`src/sv/tcce_pkg.sv`:
```
package tcce_pkg;

   localparam int COLUMN_W = 7;
   localparam int ROW_W = 5;
   localparam int CHAR_W = 8;
   localparam int ATTR_W = 8;
   localparam int INDEX_W = 11;
   localparam int KIND_W = 2;
   localparam int COUNT_W = 4;
   localparam int RSP_DATA_W = 40;

   localparam logic [KIND_W-1:0] KIND_CELL = 2'd0;
   localparam logic [KIND_W-1:0] KIND_SCROLL = 2'd1;
   localparam logic [KIND_W-1:0] KIND_CURSOR = 2'd2;

   localparam logic [CHAR_W-1:0] CHAR_BACKSPACE = 8'd8;
   localparam logic [CHAR_W-1:0] CHAR_TAB = 8'd9;
   localparam logic [CHAR_W-1:0] CHAR_NEWLINE = 8'd10;
   localparam logic [CHAR_W-1:0] CHAR_BLANK = 8'h20;

   localparam logic [ATTR_W-1:0] TEXT_COLOR_RESET = 8'd7;
   localparam logic [COUNT_W-1:0] MAX_TAB_SPACES = 4'd8;

   typedef struct packed {
      logic [COLUMN_W-1:0] column;
      logic [ROW_W-1:0] row;
   } cursor_type;

   typedef enum logic [2:0] {
      CUR_HOLD,
      CUR_ADVANCE,
      CUR_BACK,
      CUR_NEWLINE,
      CUR_BOTTOM
   } cur_op_type;

   typedef enum logic [1:0] {
      ST_IDLE,
      ST_CELL,
      ST_SCROLL,
      ST_CURSOR
   } state_type;

endpackage

```
`src/sv/tcce_cursor_unit.sv`:
```
module tcce_cursor_unit
   import tcce_pkg::*;
#(
   parameter int COLUMNS = 80,
   parameter int ROWS = 25,
   parameter int TAB_WIDTH = 8,
   localparam int PHASE_W = $clog2(TAB_WIDTH)
) (
   input  cursor_type         cur,
   input  logic [PHASE_W-1:0] phase,
   input  cur_op_type         op,
   output cursor_type         cur_next,
   output logic [PHASE_W-1:0] phase_next,
   output logic               scroll
);

   localparam logic [COLUMN_W-1:0] LAST_COLUMN = COLUMN_W'(COLUMNS - 1);
   localparam logic [ROW_W-1:0] LAST_ROW = ROW_W'(ROWS - 1);
   localparam logic [PHASE_W-1:0] LAST_TAB_PHASE = PHASE_W'(TAB_WIDTH - 1);
   localparam logic [PHASE_W-1:0] LAST_COLUMN_PHASE = PHASE_W'((COLUMNS - 1) % TAB_WIDTH);

   always_comb begin
      cur_next = cur;
      phase_next = phase;
      scroll = 1'b0;
      unique case (op)
         CUR_HOLD: begin
         end
         CUR_ADVANCE: begin
            if (cur.column == LAST_COLUMN) begin
               // wrap to the next line, scroll on the bottom row
               cur_next.column = '0;
               phase_next = '0;
               if (cur.row == LAST_ROW) begin
                  scroll = 1'b1;
               end else begin
                  cur_next.row = cur.row + 1'b1;
               end
            end else begin
               cur_next.column = cur.column + 1'b1;
               phase_next = (phase == LAST_TAB_PHASE) ? '0 : phase + 1'b1;
            end
         end
         CUR_BACK: begin
            if (cur.column != '0) begin
               cur_next.column = cur.column - 1'b1;
               phase_next = (phase == '0) ? LAST_TAB_PHASE : phase - 1'b1;
            end else if (cur.row != '0) begin
               cur_next.column = LAST_COLUMN;
               cur_next.row = cur.row - 1'b1;
               phase_next = LAST_COLUMN_PHASE;
            end
         end
         CUR_NEWLINE: begin
            cur_next.column = '0;
            phase_next = '0;
            if (cur.row == LAST_ROW) begin
               scroll = 1'b1;
            end else begin
               cur_next.row = cur.row + 1'b1;
            end
         end
         CUR_BOTTOM: begin
            cur_next.column = '0;
            cur_next.row = LAST_ROW;
            phase_next = '0;
         end
         default: begin
         end
      endcase
   end

endmodule

```
`src/sv/text_console_cursor_engine.sv`:
```
// Cursor engine for a COLUMNS x ROWS text console.
// Input channel req_*: one character byte per transfer. Backspace, tab and
// newline are control codes; every other byte is printed at the cursor.
// Result channel rsp_*: cell writes, scroll-up items and one cursor-position
// item per character, which always closes the run with rsp_tlast high.
// Configuration channel csr_*: the text color attribute, always ready.
// The character is taken in the idle state; the cell, scroll or cursor state
// then registers the first result, and results leave at one per cycle while
// the receiver keeps rsp_tready high. The sequencer drives the shared cursor
// unit on taking a backspace or newline and for cell and scroll results, and
// the block holds req_tready low until the cursor item has been loaded.
// A stalled receiver freezes the sequencer; the pending result holds in the
// output register and nothing is dropped.
// Reset puts the cursor home at (0,0) and the color back to 7; no results
// are pending afterwards.
module text_console_cursor_engine
   import tcce_pkg::*;
#(
   parameter int COLUMNS = 80,
   parameter int ROWS = 25,
   parameter int TAB_WIDTH = 8
) (
   input  logic                  clock,
   input  logic                  reset,
   // configuration write channel
   input  logic                  csr_valid,
   output logic                  csr_ready,
   input  logic [ATTR_W-1:0]     csr_data,     // text_color
   // character input
   input  logic                  req_tvalid,
   output logic                  req_tready,
   input  logic [CHAR_W-1:0]     req_tdata,    // [7:0] character
   // result output
   output logic                  rsp_tvalid,
   input  logic                  rsp_tready,
   // [6:0] column, [11:7] row, [19:12] glyph, [27:20] attribute,
   // [38:28] cursor_index, [39] zero
   output logic [RSP_DATA_W-1:0] rsp_tdata,
   output logic [KIND_W-1:0]     rsp_tuser,    // [1:0] kind
   output logic                  rsp_tlast
);

   localparam int PHASE_W = $clog2(TAB_WIDTH);
   localparam int FULL_INDEX_W = INDEX_W + 1;

   // control state
   state_type state_ff, state_in;
   cursor_type cursor_ff, cursor_in;
   logic [PHASE_W-1:0] phase_ff, phase_in;
   logic [ATTR_W-1:0] color_ff, color_in;
   logic rsp_valid_ff, rsp_valid_in;

   // per-character work registers
   logic [COUNT_W-1:0] count_ff, count_in;
   logic [CHAR_W-1:0] glyph_ff, glyph_in;
   logic advance_ff, advance_in;

   // output register payload
   logic [RSP_DATA_W-1:0] rsp_data_ff, rsp_data_in;
   logic [KIND_W-1:0] rsp_kind_ff, rsp_kind_in;
   logic rsp_last_ff, rsp_last_in;

   // shared cursor unit
   cur_op_type unit_op;
   cursor_type unit_cursor;
   logic [PHASE_W-1:0] unit_phase;
   logic unit_scroll;

   logic slot_free;
   logic rsp_load;
   logic [ROW_W:0] tab_gap;
   logic [FULL_INDEX_W-1:0] index_full;

   tcce_cursor_unit #(
      .COLUMNS(COLUMNS),
      .ROWS(ROWS),
      .TAB_WIDTH(TAB_WIDTH)
   ) u_cursor (
      .cur(cursor_ff),
      .phase(phase_ff),
      .op(unit_op),
      .cur_next(unit_cursor),
      .phase_next(unit_phase),
      .scroll(unit_scroll)
   );

   assign csr_ready = 1'b1;
   assign req_tready = (state_ff == ST_IDLE);

   // the output register takes a new result when empty or being drained
   assign slot_free = !rsp_valid_ff || rsp_tready;

   // spaces up to the next tab stop, capped below
   assign tab_gap = (ROW_W + 1)'(TAB_WIDTH) - (ROW_W + 1)'(phase_ff);

   // row * COLUMNS + column, kept to the low index bits
   assign index_full = FULL_INDEX_W'(cursor_ff.row) * FULL_INDEX_W'(COLUMNS)
                     + FULL_INDEX_W'(cursor_ff.column);

   always_ff @(posedge clock) begin
      if (reset) begin
         state_ff <= ST_IDLE;
         cursor_ff <= '0;
         phase_ff <= '0;
         color_ff <= TEXT_COLOR_RESET;
         rsp_valid_ff <= 1'b0;
         count_ff <= '0;
         advance_ff <= 1'b0;
      end else begin
         state_ff <= state_in;
         cursor_ff <= cursor_in;
         phase_ff <= phase_in;
         color_ff <= color_in;
         rsp_valid_ff <= rsp_valid_in;
         count_ff <= count_in;
         advance_ff <= advance_in;
      end
   end

   always_ff @(posedge clock) begin
      glyph_ff <= glyph_in;
      rsp_data_ff <= rsp_data_in;
      rsp_kind_ff <= rsp_kind_in;
      rsp_last_ff <= rsp_last_in;
   end

   always_comb begin
      state_in = state_ff;
      cursor_in = cursor_ff;
      phase_in = phase_ff;
      count_in = count_ff;
      glyph_in = glyph_ff;
      advance_in = advance_ff;
      unit_op = CUR_HOLD;
      rsp_load = 1'b0;
      rsp_data_in = rsp_data_ff;
      rsp_kind_in = rsp_kind_ff;
      rsp_last_in = rsp_last_ff;

      // take a color write at any time; the host is to write only while idle, and the block does not enforce this
      color_in = (csr_valid && csr_ready) ? csr_data : color_ff;

      unique case (state_ff)
         ST_IDLE: begin
            if (req_tvalid) begin
               priority if (req_tdata == CHAR_BACKSPACE) begin
                  // step back now, then blank the cell under the cursor
                  unit_op = CUR_BACK;
                  cursor_in = unit_cursor;
                  phase_in = unit_phase;
                  count_in = COUNT_W'(1);
                  glyph_in = CHAR_BLANK;
                  advance_in = 1'b0;
                  state_in = ST_CELL;
               end else if (req_tdata == CHAR_NEWLINE) begin
                  unit_op = CUR_NEWLINE;
                  cursor_in = unit_cursor;
                  phase_in = unit_phase;
                  count_in = '0;
                  state_in = unit_scroll ? ST_SCROLL : ST_CURSOR;
               end else if (req_tdata == CHAR_TAB) begin
                  count_in = (tab_gap > (ROW_W + 1)'(MAX_TAB_SPACES)) ?
                             MAX_TAB_SPACES : COUNT_W'(tab_gap);
                  glyph_in = CHAR_BLANK;
                  advance_in = 1'b1;
                  state_in = ST_CELL;
               end else begin
                  count_in = COUNT_W'(1);
                  glyph_in = req_tdata;
                  advance_in = 1'b1;
                  state_in = ST_CELL;
               end
            end
         end
         ST_CELL: begin
            if (slot_free) begin
               rsp_load = 1'b1;
               rsp_kind_in = KIND_CELL;
               rsp_last_in = 1'b0;
               rsp_data_in = {1'b0, INDEX_W'(0), color_ff, glyph_ff,
                              cursor_ff.row, cursor_ff.column};
               unit_op = advance_ff ? CUR_ADVANCE : CUR_HOLD;
               cursor_in = unit_cursor;
               phase_in = unit_phase;
               count_in = count_ff - 1'b1;
               priority if (unit_scroll) begin
                  state_in = ST_SCROLL;
               end else if (count_ff > COUNT_W'(1)) begin
                  state_in = ST_CELL;
               end else begin
                  state_in = ST_CURSOR;
               end
            end
         end
         ST_SCROLL: begin
            if (slot_free) begin
               rsp_load = 1'b1;
               rsp_kind_in = KIND_SCROLL;
               rsp_last_in = 1'b0;
               rsp_data_in = {1'b0, INDEX_W'(0), color_ff, CHAR_BLANK,
                              ROW_W'(ROWS - 1), COLUMN_W'(0)};
               unit_op = CUR_BOTTOM;
               cursor_in = unit_cursor;
               phase_in = unit_phase;
               // resume a tab that ran across the bottom line end
               state_in = (count_ff != '0) ? ST_CELL : ST_CURSOR;
            end
         end
         ST_CURSOR: begin
            if (slot_free) begin
               rsp_load = 1'b1;
               rsp_kind_in = KIND_CURSOR;
               rsp_last_in = 1'b1;
               rsp_data_in = {1'b0, index_full[INDEX_W-1:0], ATTR_W'(0), CHAR_W'(0),
                              cursor_ff.row, cursor_ff.column};
               state_in = ST_IDLE;
            end
         end
         default: begin
            state_in = ST_IDLE;
         end
      endcase

      // hold the result until the transfer, then drop it
      if (rsp_load) begin
         rsp_valid_in = 1'b1;
      end else if (rsp_tready) begin
         rsp_valid_in = 1'b0;
      end else begin
         rsp_valid_in = rsp_valid_ff;
      end
   end

   assign rsp_tvalid = rsp_valid_ff;
   assign rsp_tdata = rsp_data_ff;
   assign rsp_tuser = rsp_kind_ff;
   assign rsp_tlast = rsp_last_ff;

   // cursor stays on the screen; compare one bit wider so full-width sizes fit
   a_cursor_range: assert property (@(posedge clock) disable iff (reset)
      ({1'b0, cursor_ff.column} < (COLUMN_W + 1)'(COLUMNS))
      && ({1'b0, cursor_ff.row} < (ROW_W + 1)'(ROWS)))
      else $error("cursor left the screen");

   // tab phase tracks the column and stays below the tab width
   a_phase_range: assert property (@(posedge clock) disable iff (reset)
      (phase_ff < PHASE_W'(TAB_WIDTH - 1)) || (phase_ff == PHASE_W'(TAB_WIDTH - 1)))
      else $error("tab phase out of range");

   // tlast marks exactly the cursor item
   a_last_kind: assert property (@(posedge clock) disable iff (reset)
      rsp_tvalid |-> (rsp_tlast == (rsp_tuser == KIND_CURSOR)))
      else $error("tlast not on cursor item");

   // a taken character keeps the input closed on the next cycle
   a_busy_after_take: assert property (@(posedge clock) disable iff (reset)
      (req_tvalid && req_tready) |=> !req_tready)
      else $error("input reopened before results");

   // a cell run never asks for more than the tab cap
   a_count_cap: assert property (@(posedge clock) disable iff (reset)
      (state_ff == ST_CELL) |-> (count_ff != '0) && (count_ff <= MAX_TAB_SPACES))
      else $error("cell count out of range");

endmodule
```
`config.mk`:
```
export PLATFORM = sky130hd
export DESIGN_NAME = text_console_cursor_engine
export DESIGN_NICKNAME = d
export VERILOG_FILES = /design/src/sv/tcce_pkg.sv /design/src/sv/tcce_cursor_unit.sv /design/src/sv/text_console_cursor_engine.sv
export SDC_FILE = /design/constraint.sdc
export NUM_CORES = 1
export LEC_CHECK = 0
export BUFFER_PORTS_ARGS = -buffer_cell sky130_fd_sc_hd__buf_4
export CAP_MARGIN = 20
export CORE_MARGIN = 2
export CORE_UTILIZATION = 35
export DETAILED_ROUTE_END_ITERATION = 8
export PLACE_DENSITY = 0.58
export SYNTH_ARGS = -nofsm -noshare
export SYNTH_HDL_FRONTEND = slang
export SYNTH_HIERARCHICAL = 1
export SYNTH_SLANG_ARGS = --single-unit
```
`constraint.sdc`:
```
create_clock -name clock -period 7 [get_ports clock]
set_input_delay 0.35 -clock clock [delete_from_list [all_inputs] [get_ports clock]]
set_output_delay 0.35 -clock clock [all_outputs]
set_load 0.005 [all_outputs]
```
; Word-level counts from Yosys, hierarchy flattened
; Cells that the tools add are included.
[word_totals]
ff_bits = 82
out_inout_bits = 46
[classes]
add_sub_neg = 9
n_mul = 1
order_cmp = 2
n_eq_ne = 20
mux = 69
reduce_logical = 21
[ops]
columns = op, count
row1 = 40-bit two-way mux, 3
row2 = 40-bit case mux with 3 select lines, 1
row3 = 12-bit two-way mux, 5
row4 = 12-bit case mux with 4 select lines, 1
row5 = 3-bit two-way mux, 10
row6 = 2-bit two-way mux, 14
row7 = 8-bit by 4-bit == test with 1-bit output (second input constant), 3
row8 = 4-bit two-way mux, 6
row9 = 12-bit case mux with 2 select lines, 1
row10 = 3-bit case mux with 3 select lines, 2
row11 = 8-bit two-way mux, 2
row12 = 5-bit two-way mux, 3
row13 = 7-bit two-way mux, 2
row14 = 1-bit two-way mux, 13
row15 = 4-bit AND reduction, 3
row16 = 11-bit by 7-bit adder with 11-bit output, 1
row17 = 2-bit inequality test (second input constant), 5
row18 = 3-bit AND reduction, 3
row19 = 2-bit case mux with 4 select lines, 1
row20 = 4-bit case mux with 2 select lines, 1
row21 = 2-bit nonzero test, 4
row22 = 7-bit by 1-bit adder with 7-bit output (second input constant), 1
row23 = 7-bit == test (second input constant), 1
row24 = 5-bit by 3-bit multiplier with 7-bit output (second input constant), 1
row25 = other kinds (30), 35

; Depth between registers and ports, before layout
[logic_depth]
ltp_word = 12
mapped_depth = 13
ltp_nobuf = 11

; Modules after synthesis
; The synthesis kept the hierarchy.
[by_module_without_submodules]
columns = module, instances, cells_each, area_each_um2, seq_area_each_um2
row1 = text_console_cursor_engine, 1, 327, 3822.4, 2122.0
row2 = tcce_cursor_unit, 1, 157, 1018.5, 0.0

; Worst setup path before layout
; No wires, ideal clock.
[synth_path]
path_type = register to register
from = reg state_ff[0]
to = reg rsp_data_ff[0] (netlist: rsp_tdata[0]) (enable)
setup_ps = 453
arrival_ps = 3077
path_slack_ps = 3470
stages_incl_launch_ff = 5
path_buffers = 0
synth_period_minus_slack_ps = 3530
cell_sequence = dfxtp_1 -> inv_1 -> ha_1 -> or3_1 -> a21oi_1
[synth_via]
elab_chain_len = 3
[synth_rtl]
columns = item, line
row1 = "start, declared", text_console_cursor_engine.sv:47  ; state_type state_ff, state_in;
row2 = "start signal, assigned", text_console_cursor_engine.sv:110  ; state_ff <= state_in;
row3 = 2-bit by 1-bit == test with 1-bit output or 2-bit == test (tied branches), text_console_cursor_engine.sv:143  ; unique case (state_ff)
row4 = 2-bit inequality test (no source line) or 3-bit nonzero test (tied branches), --
row5 = 4-bit AND reduction (no source line) (*), --
row6 = "end signal, assigned", text_console_cursor_engine.sv:122  ; rsp_data_ff <= rsp_data_in;
row7 = "end, declared", text_console_cursor_engine.sv:59  ; logic [RSP_DATA_W-1:0] rsp_data_ff, rsp_data_in;
; Mark *: on every way between the ends. The rest lies on a longest branch, timed or not.
; A chain may end at the register's enable or synchronous reset.

; Final worst setup path
[layout_path]
from = in req_tdata[5]
to = reg state_ff[0]
[layout_via]
elab_chain_len = 12
[layout_rtl]
columns = item, line
row1 = "start, declared", text_console_cursor_engine.sv:32  ; input logic [CHAR_W-1:0] req_tdata,
row2 = 8-bit by 4-bit == test with 1-bit output, text_console_cursor_engine.sv:155  ; end else if (req_tdata == CHAR_NEWLINE) begin
row3 = 2-bit two-way mux, text_console_cursor_engine.sv:155
row4 = 2-bit two-way mux (*), text_console_cursor_engine.sv:146  ; priority if (req_tdata == CHAR_BACKSPACE) begin
row5 = 2-bit two-way mux (*), text_console_cursor_engine.sv:145  ; if (req_tvalid) begin
row6 = 3-bit case mux with 3 select lines (*), text_console_cursor_engine.sv:143
row7 = named net unit_op[0], text_console_cursor_engine.sv:64  ; cur_op_type unit_op;
row8 = 3-bit by 2-bit == test with 1-bit output or 3-bit by 1-bit == test with 1-bit output (tied branches), tcce_cursor_unit.sv:26  ; unique case (op)
row9 = 1-bit case mux with 2 select lines (*), tcce_cursor_unit.sv:26
row10 = named net unit_scroll, text_console_cursor_engine.sv:67  ; logic unit_scroll;
row11 = 1-bit two-way mux, text_console_cursor_engine.sv:160  ; state_in = unit_scroll ? ST_SCROLL : ST_CURSOR;
row12 = 2-bit two-way mux, text_console_cursor_engine.sv:155
row13 = 2-bit two-way mux, text_console_cursor_engine.sv:146
row14 = 2-bit two-way mux, text_console_cursor_engine.sv:145
row15 = 2-bit case mux with 4 select lines (*), text_console_cursor_engine.sv:143
; Mark *: on every way through the listed nets, which the timed path passes. The rest lies on a longest branch. The select of a mux whose other input is x is not followed.

==> run summary <==
The run finished with clean final reports. Layout-stage area growth over the synthesis result: 18.6%. Setup repair after global routing left no endpoint under its margin. For this design the static power due to leakage is 0.00219 uW. After synthesis, the netlist uses 73 different library cells.

The tools report the worst min-delay path endpoint as glyph_ff[2]. The repair_antennas step left the layout with diodes totalling 0. The number of setup buffers added after CTS is 0.

The largest driver fanout on the critical path came out at 10. Once the floorplan was initialized, standard cells occupied 36.1% of the core. The residual antenna-violating net count after detailed routing was 0; the number of antenna violations at the first check in global routing was 0. From bottom edge to top edge, the die measures 122 um.

For this run, design rule violations remaining after detail routing come to 0. The logs give 484 for the gate count of the mapped netlist and 3 for the depth of the CTS H-tree. The count of port buffers added during placement works out to 64. STA classifies the critical path endpoint as a register. The number of max-cap violations was 0. The endpoint of the most critical register-to-register path was state_ff[0]. The global routing stage identified its most utilized layer as met2. In this run the most critical hold path is launched from req_tdata[2].

The first detailed-routing pass took 5 iterations. The total routing resource utilization after global routing came out at 14.9%. The wire length of the first global-routing pass came out at 17.3 mm. Counting every net in the synthesized netlist gives 533. Power spread over the standard cell area amounts to 353 nW/um^2. From left edge to right edge, the die measures 122 um. Summing the sequential cell areas from Yosys gives 43.8% of the chip area. TritonCTS created 9 clock buffers.

The via count of the first global-routing pass was 3356; the length in cells of the worst reg-to-reg path was 10. Across the VDD grid, the largest voltage drop is 0.167 mV. The tools report the count of cells resized by post-cts repair as 0. Routed wirelength normalized by instance count: 15.0 um. Via count normalized by instance count: 5.06.

The number of standard-cell rows in the floorplan is 42. Worst-margin pin slew: 0.858 ns. The final layout contains routed wiring with a total length of 10.7 mm. In this run the standard cell core region covers 13400 sq um.

The register clock-pin slew on the reported worst setup and hold paths came out at 0.06 ns. The final weighted congestion in routability-driven placement is 0.905. Net switching share of the total power: 33.1%.

Setup violations remaining at the end of the flow were counted as 0. In this run, post-CTS hold repair placed 0 buffers. In the final timing run, aggregate negative setup slack is 0 ns. TritonCTS built the clock tree.

The worst setup skew after layout was 0.00710 ns; the flip-flop and latch count after synthesis was 81. The worst pin sits at a relative slew slack of 42.7%. Data arrives at the worst endpoint at 3.60 ns. Per report_power, the combinational group accounts for 37.4% of the total. The library cell used as clock root buffer was clkbuf_16.

The post-DP HPWL was 7.64 mm. Summed over all nets, the switching power comes to 669 uW. The cell depth of the worst min-delay path works out to 1. Averaged over all synthesized cells, the footprint is 10.0 sq um.

The run gives 583 as the net count reported at finish. For this block, the via count after detailed routing is 3619. Sequential cells burn 38.7% of the power. The maximum operating frequency is 0.295 GHz.

For this run, the leading register cell type out of synthesis is edfxtp_1. The worst setup path is launched from an input pin. The worst hold margin was 0.197 ns. For this run, global-route usage on met1 was measured as 21.0%. Including well taps, the total number of placed cells is 699.

In this run, synthesis inferred 50 flip-flops with an integrated enable. Category of the most critical setup path: input pin to register. In the global route stage, met2 resource usage came out at 22.8%. 67 I/O pins were placed. The number of hold violations in the final report was 0; the area of the mapped netlist was 4840 sq um. After global routing the overflow that remains totals 0. After routing the design area is 5740 sq um. Clock sink count: 81. The clock period could shrink to 3.39 ns. Post-layout instance count excluding filler cells: 715.

During synthesis, Yosys emitted a total of 6 warnings. For the pin count of the biggest net entering global routing, the log shows 48. The clock passes through at most 2 buffers. The number of DRC markers in iteration 0 was 315; the cell internal power dissipation was 1360 uW.

STA puts the critical path data required time at 7.21 ns. Counting flops with an async set or reset pin after synthesis yields a share of 0%. The worst hold path class is input pin to register. The max-slew violation count was 0.

The worst register-to-register path begins at state_ff[1]. In the final layout, the share of cells above drive strength 1 is 18.6%. The setup slack on the worst flop-to-flop path was 3.87 ns. In this run, the clock network consumes 23.9% of the power.

Global routing used 2.57% of the available met3 tracks. After detailed placement, the total cell area comes to 5440 sq um. The tools report the die footprint as 14800 sq um. At the later pin of the worst-skew pair, clock insertion delay measures 0.34 ns. The final cycle utilization of the critical path came out at 48.5%.
==> state kept, by name, indices dropped and copies added (netlist names) <==
| name | count |
|---|---|
| count_ff | 4 |
| cursor_ff | 12 |
| color_ff | 8 |
| rsp_tvalid | 1 |
| phase_ff | 3 |
| state_ff | 2 |
| rsp_tuser | 2 |
| rsp_tlast | 1 |
| rsp_tdata | 39 |
| glyph_ff | 8 |
| advance_ff | 1 |
==> critical path: stages <==
cell	delay [ns]
buf_4	0.11
or4_1	0.64
nor3_1	0.44
nand3_1	0.13
a21oi_1	0.62
nand2b_1	0.36
nor3_1	0.43
inv_1	0.07
a211oi_1	0.23
a311o_1	0.15
a21oi_1	0.06
==> worst max-delay path by stage <==
| stage | start | to | cells after the start |
|---|---|---|---|
| 2_1_floorplan | state_ff[0] | rsp_tdata[0] | 4 |
| 3_3_place_gp | req_tdata[5] | state_ff[0] | 11 |
| 3_5_place_dp | req_tdata[5] | state_ff[0] | 11 |
| 4_1_cts | req_tdata[5] | state_ff[0] | 11 |
| 5_1_grt | req_tdata[5] | state_ff[1] | 10 |
| 6_report | req_tdata[5] | state_ff[0] | 11 |
==> synthesized netlist by cell type (4+ instances only) <==
master     n  area (sq um)
a211o_1    5          43.8
a211oi_1   6          45.0
a21o_1     6          45.0
a21oi_1   26           130
and2_1    30           188
buf_2      4          20.0
clkbuf_1  18          67.6
dfxtp_1   31           621
edfxtp_1  50          1500
ha_1      26           325
inv_1     28           105
mux2i_1   22           220
nand2_1   22          82.6
nand2b_1  37           231
nand3_1   11          55.1
nor2_1    25          93.8
nor2b_1   11          68.8
nor3_1    16          80.1
o21ai_0   17          85.1
or3_1      4          25.0
xnor2_1    7          61.3
==> layout make-up <==
class	count	area (sq um)
flip-flops and latches	81	2120
well taps	176	220
inverters	28	105
multi-input cells	346	2480
repair buffers	68	510
clock inverters	7	78.8
fillers	1300	7660
clock buffers	9	225
==> cell families (layout without fill, tap and decap cells) <==
group	after synthesis	after routing	synth area share, %
adder cells (fa/ha/maj)	28	28	7.55
AND/OR/NAND/NOR	185	185	22.1
AO/OA/AOI/OAI	100	100	14.8
buffers and inverters	57	112	5.14
multiplexers	22	22	4.55
other	2	2	0.155
flip-flops	81	81	43.8
XOR/XNOR	9	9	1.91
==> power groups by stage <==
stage	Sequential [uW]	Combinational, uW	Clock (uW)
2_1_floorplan	809	435	0
3_3_place_gp	792	760	0
3_5_place_dp	795	762	0
4_1_cts	785	764	498
5_1_grt	801	831	516
6_report	784	757	485
==> stage by stage <==
stage / setup WS, ns / total power (uW) / utilization (%)
6_report: 3.61 / 2020 / 42.9
3_3_place_gp: 3.44 / 1550 / 40.6
2_1_floorplan: 3.47 / 1240 / -
4_1_cts: 3.69 / 2050 / 42.9
3_5_place_dp: 3.33 / 1560 / 40.6
5_1_grt: 3.32 / 2150 / 42.9
==> per-layer routing <==
metal  part of all wire (%)  vias up
li1                       -     1833
met1                     48     1693
met2                     47       85
met3                    4.0        8
met4                    1.2        0
met5                      0        -
==> layout by cell type, fill, tap and decap left out, types with 3 or more instances in the layout <==
cell,n
a21o_1,6
o21ai_0,17
xnor2_1,7
nor3_1,16
o311ai_0,3
nor2b_1,11
inv_1,28
and2_1,30
or3_1,4
o31a_1,3
dfxtp_1,31
a21oi_1,25
nor2_1,25
ha_1,26
or2_2,3
nand2b_1,37
mux2i_1,22
nor4b_1,3
nor3b_1,3
a211o_1,5
nand3_1,11
a211oi_1,6
edfxtp_1,50
nand2_1,22
o21a_1,3
clkbuf_16,9
buf_4,68
Note: power is estimated with default switching activity, not from simulation.
